[src/sv/htpm_pkg.sv]
package htpm_pkg;

  localparam int HUE_BITS_DEF = 16;
  localparam int CH_W         = 8;
  localparam int DIV_W        = 11;
  localparam int REM_W        = DIV_W + 1;
  localparam int NUM_W        = 13;
  localparam int HUE_OUT_W    = 16;
  localparam int CFG_IDX_W    = 3;

  localparam logic [CH_W-1:0] CFG_RESET = 8'd222;

  localparam int LANES    = 3;
  localparam int LANE_PIX = 0;
  localparam int LANE_REF = 1;
  localparam int LANE_OBJ = 2;

  typedef enum logic [CFG_IDX_W-1:0] {
    REG_REF_BLUE  = 3'd0,
    REG_REF_GREEN = 3'd1,
    REG_REF_RED   = 3'd2,
    REG_OBJ_BLUE  = 3'd3,
    REG_OBJ_GREEN = 3'd4,
    REG_OBJ_RED   = 3'd5
  } cfg_reg_t;

  typedef struct packed {
    logic [CH_W-1:0] pixel_blue;
    logic [CH_W-1:0] pixel_green;
    logic [CH_W-1:0] pixel_red;
  } pix_in_t;

  typedef struct packed {
    logic                 mask_on;
    logic [HUE_OUT_W-1:0] pixel_hue;
  } pix_out_t;

  typedef struct packed {
    logic [REM_W-1:0] rem;
    logic [DIV_W-1:0] dvs;
  } div_lane_t;

endpackage

[src/sv/htpm_prep.sv]
module htpm_prep
  import htpm_pkg::*;
(
  input  logic [CH_W-1:0] blue,
  input  logic [CH_W-1:0] green,
  input  logic [CH_W-1:0] red,
  output div_lane_t       lane
);

  logic [CH_W-1:0]         mx;
  logic [CH_W-1:0]         mn;
  logic [CH_W-1:0]         s;
  logic [DIV_W-1:0]        six_s;
  logic signed [NUM_W-1:0] s_x;
  logic signed [NUM_W-1:0] r_x;
  logic signed [NUM_W-1:0] g_x;
  logic signed [NUM_W-1:0] b_x;
  logic signed [NUM_W-1:0] num;
  logic signed [NUM_W-1:0] num_fix;

  always_comb begin
    mx = red;
    if (green > mx) mx = green;
    if (blue > mx) mx = blue;
    mn = red;
    if (green < mn) mn = green;
    if (blue < mn) mn = blue;
    s = mx - mn;
    six_s = DIV_W'({s, 2'b00}) + DIV_W'({s, 1'b0});
    s_x = signed'({{(NUM_W-CH_W){1'b0}}, s});
    r_x = signed'({{(NUM_W-CH_W){1'b0}}, red});
    g_x = signed'({{(NUM_W-CH_W){1'b0}}, green});
    b_x = signed'({{(NUM_W-CH_W){1'b0}}, blue});
    // red wins ties, then green
    if (red == mx) begin
      num = g_x - b_x;
    end else if (green == mx) begin
      num = (s_x <<< 1) + b_x - r_x;
    end else begin
      num = (s_x <<< 2) + r_x - g_x;
    end
    if (num < 0) begin
      num_fix = num + (s_x <<< 2) + (s_x <<< 1);
    end else begin
      num_fix = num;
    end
    // grey: zero over one gives hue 0
    if (s == '0) begin
      lane.rem = '0;
      lane.dvs = DIV_W'(1);
    end else begin
      lane.rem = num_fix[REM_W-1:0];
      lane.dvs = six_s;
    end
  end

endmodule

[src/sv/htpm_cell.sv]
module htpm_cell
  import htpm_pkg::*;
#(
  parameter int HUE_BITS = HUE_BITS_DEF
) (
  input  logic                            clk,
  input  logic                            rst,
  input  logic                            adv,
  input  logic                            valid_in,
  input  div_lane_t [LANES-1:0]           lane_in,
  input  logic [LANES-1:0][HUE_BITS-1:0]  quo_in,
  output logic                            valid_out,
  output div_lane_t [LANES-1:0]           lane_out,
  output logic [LANES-1:0][HUE_BITS-1:0]  quo_out
);

  div_lane_t [LANES-1:0]          lane_next;
  logic [LANES-1:0][HUE_BITS-1:0] quo_next;
  logic [LANES-1:0][REM_W-1:0]    sh;
  logic [LANES-1:0]               ge;

  // one restoring division step per lane
  always_comb begin
    for (int i = 0; i < LANES; i++) begin
      sh[i] = {lane_in[i].rem[REM_W-2:0], 1'b0};
      ge[i] = sh[i] >= {1'b0, lane_in[i].dvs};
      lane_next[i].dvs = lane_in[i].dvs;
      lane_next[i].rem = ge[i] ? (sh[i] - {1'b0, lane_in[i].dvs}) : sh[i];
      quo_next[i] = {quo_in[i][HUE_BITS-2:0], ge[i]};
    end
  end

  always_ff @(posedge clk) begin
    if (rst) begin
      valid_out <= 1'b0;
    end else if (adv) begin
      valid_out <= valid_in;
    end
  end

  always_ff @(posedge clk) begin
    if (adv) begin
      lane_out <= lane_next;
      quo_out  <= quo_next;
    end
  end

endmodule

[src/sv/hue_threshold_pixel_mask_core.sv]
// Hue threshold pixel mask. Each pixel's HSV hue, as a HUE_BITS fraction of a turn,
// comes out of a chain of HUE_BITS divider cells, one quotient bit per cell; the
// hues of the reference and object colours ride along in the same cells, and one
// final stage forms their mean as threshold and sets the mask. One pixel is accepted
// every cycle unless every stage is full and the output is stalled; empty stages
// fill up while the output is stalled. Colour writes apply to every pixel accepted
// after the write. pixel_hue holds the low 16 bits of the hue. cfg_ready is always
// high; register indexes above five are ignored.
module hue_threshold_pixel_mask_core
  import htpm_pkg::*;
#(
  parameter int HUE_BITS = HUE_BITS_DEF
) (
  input  logic                 clk,
  input  logic                 rst,
  input  logic                 in_valid,
  output logic                 in_stall,
  input  pix_in_t              in_data,
  output logic                 out_valid,
  input  logic                 out_stall,
  output pix_out_t             out_data,
  input  logic                 cfg_valid,
  output logic                 cfg_ready,
  input  logic [CFG_IDX_W-1:0] cfg_index,
  input  logic [CH_W-1:0]      cfg_data
);

  logic [CH_W-1:0] ref_blue;
  logic [CH_W-1:0] ref_green;
  logic [CH_W-1:0] ref_red;
  logic [CH_W-1:0] obj_blue;
  logic [CH_W-1:0] obj_green;
  logic [CH_W-1:0] obj_red;

  div_lane_t [LANES-1:0]          st_lane [HUE_BITS+1];
  logic [LANES-1:0][HUE_BITS-1:0] st_quo  [HUE_BITS+1];
  logic                           st_v    [HUE_BITS+1];
  logic                           rdy     [HUE_BITS+1];

  logic [HUE_BITS-1:0]           h_pix;
  logic [HUE_BITS-1:0]           h_ref;
  logic [HUE_BITS-1:0]           h_obj;
  logic [HUE_BITS:0]             h_sum;
  logic [HUE_BITS-1:0]           thr;
  logic                          on;
  logic [HUE_BITS+HUE_OUT_W-1:0] hue_ext;

  assign cfg_ready = 1'b1;

  always_ff @(posedge clk) begin
    if (rst) begin
      ref_blue  <= CFG_RESET;
      ref_green <= CFG_RESET;
      ref_red   <= CFG_RESET;
      obj_blue  <= CFG_RESET;
      obj_green <= CFG_RESET;
      obj_red   <= CFG_RESET;
    end else if (cfg_valid && cfg_ready) begin
      case (cfg_index)
        REG_REF_BLUE:  ref_blue  <= cfg_data;
        REG_REF_GREEN: ref_green <= cfg_data;
        REG_REF_RED:   ref_red   <= cfg_data;
        REG_OBJ_BLUE:  obj_blue  <= cfg_data;
        REG_OBJ_GREEN: obj_green <= cfg_data;
        REG_OBJ_RED:   obj_red   <= cfg_data;
        default: ;
      endcase
    end
  end

  htpm_prep u_prep_pix (
    .blue  (in_data.pixel_blue),
    .green (in_data.pixel_green),
    .red   (in_data.pixel_red),
    .lane  (st_lane[0][LANE_PIX])
  );

  htpm_prep u_prep_ref (
    .blue  (ref_blue),
    .green (ref_green),
    .red   (ref_red),
    .lane  (st_lane[0][LANE_REF])
  );

  htpm_prep u_prep_obj (
    .blue  (obj_blue),
    .green (obj_green),
    .red   (obj_red),
    .lane  (st_lane[0][LANE_OBJ])
  );

  assign st_v[0]   = in_valid;
  assign st_quo[0] = '0;

  // ready ripples back through empty stages
  assign rdy[HUE_BITS] = !out_valid || !out_stall;
  assign in_stall      = !rdy[0];

  for (genvar k = 0; k < HUE_BITS; k++) begin : g_chain
    assign rdy[k] = !st_v[k+1] || rdy[k+1];

    htpm_cell #(
      .HUE_BITS (HUE_BITS)
    ) u_cell (
      .clk       (clk),
      .rst       (rst),
      .adv       (rdy[k]),
      .valid_in  (st_v[k]),
      .lane_in   (st_lane[k]),
      .quo_in    (st_quo[k]),
      .valid_out (st_v[k+1]),
      .lane_out  (st_lane[k+1]),
      .quo_out   (st_quo[k+1])
    );
  end

  always_comb begin
    h_pix   = st_quo[HUE_BITS][LANE_PIX];
    h_ref   = st_quo[HUE_BITS][LANE_REF];
    h_obj   = st_quo[HUE_BITS][LANE_OBJ];
    h_sum   = {1'b0, h_ref} + {1'b0, h_obj};
    thr     = h_sum[HUE_BITS:1];
    on      = (h_ref < h_obj) ? (h_pix >= thr) : (h_pix <= thr);
    hue_ext = {{HUE_OUT_W{1'b0}}, h_pix};
  end

  always_ff @(posedge clk) begin
    if (rst) begin
      out_valid <= 1'b0;
    end else if (rdy[HUE_BITS]) begin
      out_valid <= st_v[HUE_BITS];
    end
  end

  always_ff @(posedge clk) begin
    if (rdy[HUE_BITS]) begin
      out_data.mask_on   <= on;
      out_data.pixel_hue <= hue_ext[HUE_OUT_W-1:0];
    end
  end

endmodule

[config.mk]
export PLATFORM = sky130hd
export DESIGN_NAME = hue_threshold_pixel_mask_core
export DESIGN_NICKNAME = d
export VERILOG_FILES = /design/src/sv/htpm_pkg.sv /design/src/sv/htpm_prep.sv /design/src/sv/htpm_cell.sv /design/src/sv/hue_threshold_pixel_mask_core.sv
export SDC_FILE = /design/constraint.sdc
export NUM_CORES = 2
export LEC_CHECK = 0
export ABC_CLOCK_PERIOD_IN_PS = 15150
export BUFFER_PORTS_ARGS = -buffer_cell sky130_fd_sc_hd__clkbuf_2
export CAP_MARGIN = 20
export CORE_AREA = 2 2 437 439
export DETAILED_ROUTE_END_ITERATION = 12
export DIE_AREA = 0 0 439 441
export MAX_ROUTING_LAYER = met4
export RECOVER_POWER = 25
export SLEW_MARGIN = 20
export SYNTH_ARGS = -nofsm -noshare
export SYNTH_HDL_FRONTEND = slang
export SYNTH_SLANG_ARGS = --single-unit
[constraint.sdc]
create_clock -name clk -period 15.15 [get_ports clk]
set_input_delay 3.03 -clock clk [delete_from_list [all_inputs] [get_ports clk]]
set_output_delay 3.03 -clock clk [all_outputs]
set_load 0.01 [all_outputs]
* After elaboration in Yosys (flattened, before gate mapping)
Cells that the tools add are included.
Word-level totals: word-level logic and storage cells 474, output and inout bits 20, input bits 40, register bits after elaboration 1480
Cells by class: reduce and logical (&&, ||, !) cells 46, $add $sub $neg 73, multiplexer cells 70, order comparisons 66, equality and inequality tests 11
Operators with widths (number):
- greater-or-equal comparator 12 x 11 -> 1 bit | 48
- two-way mux 11 bit | 48
- subtractor 11 bit | 45
- two-way mux 8 bit | 12
- two-way mux 13 bit | 6
- subtractor 13 x 9 -> 13 bit | 6
- two-way mux 22 bit | 3
- == test 8 bit | 6
- > comparator 8 bit | 6
- < comparator 8 bit | 6
- < comparator 13 x 1 -> 1 bit, second input constant | 3
- adder 10 x 8 -> 11 bit | 3
- adder 10 x 9 -> 11 bit | 3
- adder 11 x 10 -> 11 bit | 3
- adder 11 bit | 3
- adder 9 x 8 -> 10 bit | 3
- subtractor 8 x 8 -> 9 bit | 3
- logical NOT 8 bit | 3
- subtractor 8 bit | 3
- logical NOT 1 bit | 19
- adder 16 x 16 -> 17 bit | 1
- logical OR 1 bit | 17
- greater-or-equal comparator 16 bit | 1
- less-or-equal comparator 16 bit | 1
- other kinds (7) | 14

* Logic depth before layout (Yosys ltp)
depth after elaboration 19, mapped depth 56, gate-level depth less buffers 51

* Modules after synthesis
Synthesis repeated with hierarchy kept, for this count alone.
Second synthesis, totals: cell total of the unflattened synthesis 9239, area, all modules 109284.8 um^2
Modules (own cells, without submodules):
- htpm_cell at g_chain[0].u_cell ... | cells an instance 419, instances 13, area each 5609.1 um^2, sequential area each 3533.4 um^2
- htpm_cell at g_chain[8].u_cell ... | cells an instance 465, instances 2, area each 5850.6 um^2, sequential area each 3533.4 um^2
- htpm_prep at u_prep_obj ... | cells an instance 661, instances 2, area each 5058.6 um^2, sequential area each 0.0 um^2
- htpm_cell at g_chain[12].u_cell | cells an instance 428, instances 1, area each 5646.7 um^2, sequential area each 3533.4 um^2
- htpm_prep at u_prep_ref | cells an instance 669, instances 1, area each 5041.1 um^2, sequential area each 0.0 um^2
- hue_threshold_pixel_mask_core | cells an instance 443, instances 1, area each 3860.0 um^2, sequential area each 1491.4 um^2

* Worst setup path after synthesis
Ideal clock, no wire load.
path kind input -> output, start input out_stall, end output in_stall, stages on the path 11, arrival 10.034 ns, path buffers 0, data required time 12.120 ns, slack 2.086 ns, cell sequence and3_1 -> inv_1 -> nor2_1 -> and2_1 -> and3_1 -> and3_1 -> and3_1 -> nand3_1 -> nor2_1 -> nand3_1 -> inv_1
Between the ends: cells in the longest elaborated chain, start to end 19
RTL lines:
- start, declared | line hue_threshold_pixel_mask_core.sv:20 | input logic out_stall,
- logical NOT 1 bit | line hue_threshold_pixel_mask_core.sv:96 | assign rdy[HUE_BITS] = !out_valid || !out_stall;
- logical OR 1 bit | line hue_threshold_pixel_mask_core.sv:96
- logical OR 1 bit | line hue_threshold_pixel_mask_core.sv:100 | assign rdy[k] = !st_v[k+1] || rdy[k+1];
- net g_chain[15].u_cell.adv | line htpm_cell.sv:8 | input logic adv,
- logical OR 1 bit (12 in series) | line hue_threshold_pixel_mask_core.sv:100
- net g_chain[3].u_cell.adv | line htpm_cell.sv:8
- logical OR 1 bit (3 in series) | line hue_threshold_pixel_mask_core.sv:100
- logical NOT 1 bit | line hue_threshold_pixel_mask_core.sv:97 | assign in_stall = !rdy[0];
- end, declared | line hue_threshold_pixel_mask_core.sv:17 | output logic in_stall,
The timed path passes the listed nets, and every way through them passes these cells.

==> results by group <==
Outcome
  – Run status: complete, no violations

Timing
  – RSZ-0062 raised after global routing: false
  – Fin Setup TNS: 0 ps
  – Highest attainable clock frequency: 72.01 MHz
  – Share of the clock period used by the worst path after layout: 91.66%
  – Minimum clock period: 13890 ps
  – Worst clock skew: 52.01 ps
  – Final setup violation count: 0
  – Worst Tran Pin Value: 1055 ps
  – Max_slew headroom: 29.36%
  – Hold Fails Final Rpt: 0
  – Final count of pins violating max slew: 0

Die
  – I/O pin count: 60
  – Row count: 160
  – DIE AREA: 193600 sq um
  – Area of the core: 189200 sq um
  – Initial Util: 44.74%
  – Vert. Die Dim: 441 um
  – Die Wd: 439 um

Place
  – Routability Congestion: 0.8740
  – Placed Instances: 10080
  – Port buffer count: 58
  – Total placed instance area: 88110 sq um
  – Half-perimeter wire length after placement: 126100 um

Worst setup path
  – Longest individual stage delay on the worst path: 780 ps
  – Reg-to-reg setup timing slack: 1260 ps
  – CP arrival: 14350 ps
  – Maximum fanout encountered on the critical timing path: 16
  – Worst r2r src: obj_red[7]
  – Data required time of the critical path: 15610 ps
  – Number of cells on the worst reg-to-reg path: 49
  – Element type at the critical path end: flop
  – Nature of the critical path startpoint: flop
  – Reg-to-reg critical path endpoint: g_chain[0].u_cell.lane_out[59]
  – Slowest cell on crit path: sky130_fd_sc_hd__nor2_1
  – Critical path class: flop to flop
  – Crit-path most repeated cell: sky130_fd_sc_hd__a21o_1

Clock network
  – Hold-fix buffers at CTS: 0
  – Root buffer selected by CTS: sky130_fd_sc_hd__clkbuf_16
  – Clock transition at the registers of the reported paths: 60 ps
  – Post-cts repair resize count: 0
  – Number of H-tree branching levels: 4
  – Clock latency on the worst-skew pair: 780 ps
  – Clock Tree Buf Depth: 3
  – Num Clock Sinks: 1480
  – CTS buffer count: 155
  – CTS tree: done
  – Number of buffers added for setup after CTS: 0

Logic synthesis
  – Cell type with the largest total area after synthesis: sky130_fd_sc_hd__edfxtp_1
  – Flip-flop and latch count after synthesis: 1480
  – Number of library cell types mapped by synthesis: 100
  – Synth warn: 0
  – Avg Synthesized Cell Area: 11.15 sq um
  – Async set-reset flop share out of synthesis: 0%
  – Portion of synthesized cell area occupied by the leading cell type: 50.20%
  – Netlist area before placement: 84640 sq um
  – Flip-flop cell with the highest count after synthesis: sky130_fd_sc_hd__edfxtp_1
  – Synthesized instance count: 7589
  – Sequential cell area fraction in the yosys report: 51.74%
  – Leading post-synthesis cells by instance count: sky130_fd_sc_hd__edfxtp_1 (1415), sky130_fd_sc_hd__inv_1 (913), sky130_fd_sc_hd__ha_1 (841)
  – Synthesized net count: 8561
  – Most area-consuming cells after synthesis: sky130_fd_sc_hd__edfxtp_1 (50%), sky130_fd_sc_hd__ha_1 (12%), sky130_fd_sc_hd__inv_1 (4.0%), sky130_fd_sc_hd__o21ai_0 (3.4%), sky130_fd_sc_hd__nand2_1 (2.9%)
  – Number of synthesized flops with an enable pin: 1415
  – Most frequent cell after synthesis: sky130_fd_sc_hd__edfxtp_1

Hold path
  – Depth of the worst hold-timing path: 0
  – Hold-critical path endpoint: g_chain[7].u_cell.quo_out[19]
  – Path category of the worst min-delay check: flop to flop
  – HP Start: g_chain[6].u_cell.quo_out[18]

Final layout
  – Fraction of final layout cells with drive strength greater than 1: 5.819%
  – Finished Layout Cells: 10370
  – Number of fillers in the final layout: 16900
  – Multi-input gate area in the final layout: 37010 sq um
  – Final instance area: 93200 sq um
  – Area occupied by registers: 43790 sq um
  – # nets final: 8697
  – Area added between synthesis and finish: 10.11%

Route
  – Detail-routed via count per cell: 5.180
  – Number of DRC violations after detailed routing: 0
  – Top routing layer in use: met4
  – Met1 Wirelength: 69290 um
  – Met3 routed WL: 5073 um
  – Iter 0 DRT Violations: 2575
  – Detailed-route via count: 53700
  – Average routed wire per standard cell: 15.70 um
  – Detailed-route wire length: 162700 um
  – Routed length on met2: 83370 um
  – Post-detailed-route count of antenna-violating nets: 0
  – Detailed-router iteration count before antenna repair: 6

Global routing
  – Pin count of the biggest net entering global routing: 91
  – Congestion Overflow GR: 0
  – Via count of the first global-routing pass: 54360
  – All-layer global routing usage: 17.36%
  – Wire length of the first global-routing pass: 266900 um
  – Antenna violations before repair: 1

Flow run
  – Max_cap viols: 0
==> cells by family after synthesis <==
logic type	count (synthesis)	share of synthesized area [%]
compound gates	1681	12.69
simple gates	1989	11.42
xor+xnor	346	3.598
mux	99	1.221
flops	1480	51.74
buf+inv	1061	4.751
fa+ha+maj	932	14.58
other cells	1	0.004430
==> stage by stage <==
stage | setup WS [ps] | util [%] | hold WS (ps)
floorplan | 2086 | - | 400.3
global placement | 897.6 | 46.56 | 400.4
detailed placement | 896.7 | 46.57 | 404.5
CTS | 1389 | 49.23 | 394.6
global route | 263.5 | 49.27 | 408.7
finish | 1264 | 49.27 | 402.8
==> sequential cells by signal (all words and copies together) (netlist names) <==
signal / flops
ref_red: 8
obj_green: 8
ref_green: 8
out_data: 17
g_chain.u_cell.lane_out: 990
g_chain.u_cell.quo_out: 408
out_valid: 1
g_chain.u_cell.valid_out: 16
ref_blue: 8
obj_red: 8
obj_blue: 8
==> worst max-delay path, delay by kind of cell (launching register included) <==
| family | cells | cell delay (ps) |
|---|---|---|
| buf+inv | 3 | 760 |
| mux | 3 | 980 |
| fa+ha+maj | 7 | 2770 |
| flops | 1 | 590 |
| compound gates | 23 | 5480 |
| simple gates | 12 | 2840 |
| xor+xnor | 1 | 150 |
==> layout by cell type, fill, tap and decap left out, drive strengths merged, types with 176 or more instances in the layout <==
cell type / count
nand2: 653
clkbuf: 265
o21ai: 591
a21oi: 273
and2: 182
nand2b: 222
xnor2: 176
a21o: 251
ha: 841
inv: 921
o31ai: 265
edfxtp: 1415
nor2: 496
==> area by class of cell <==
class,instances,share of cell area [%]
Antenna cell,1,0.002685
Clock buffer,207,4.544
Clock inverter,79,0.8484
Inverter,919,3.713
Multi-Input combinational cell,5048,39.71
Sequential cell,1480,46.99
Tap cell,2511,3.371
Timing Repair Buffer,121,0.8229
==> routing by layer <==
layer	track usage, %	vias to the layer above
li1	-	27290
met1	19.81	25420
met2	31.25	676
met3	2.426	302
met4	5.687	0
met5	-	-
==> worst max path at each step <==
stage	startpoint	depth (start not counted)	slack, ps	to
5_1_grt	ref_green[1]	47	260	g_chain[0].u_cell.lane_out[38]
3_5_place_dp	in_data[1]	49	900	g_chain[0].u_cell.lane_out[12]
4_1_cts	obj_red[7]	50	1390	g_chain[0].u_cell.lane_out[59]
6_report	obj_red[7]	49	1260	g_chain[0].u_cell.lane_out[59]
3_3_place_gp	in_data[5]	45	900	g_chain[0].u_cell.lane_out[13]
2_1_floorplan	out_stall	11	2090	in_stall
Power is left out: the tool's default activity adds up to more than one toggle a clock period on the data nets, which glitch-free logic cannot reach.
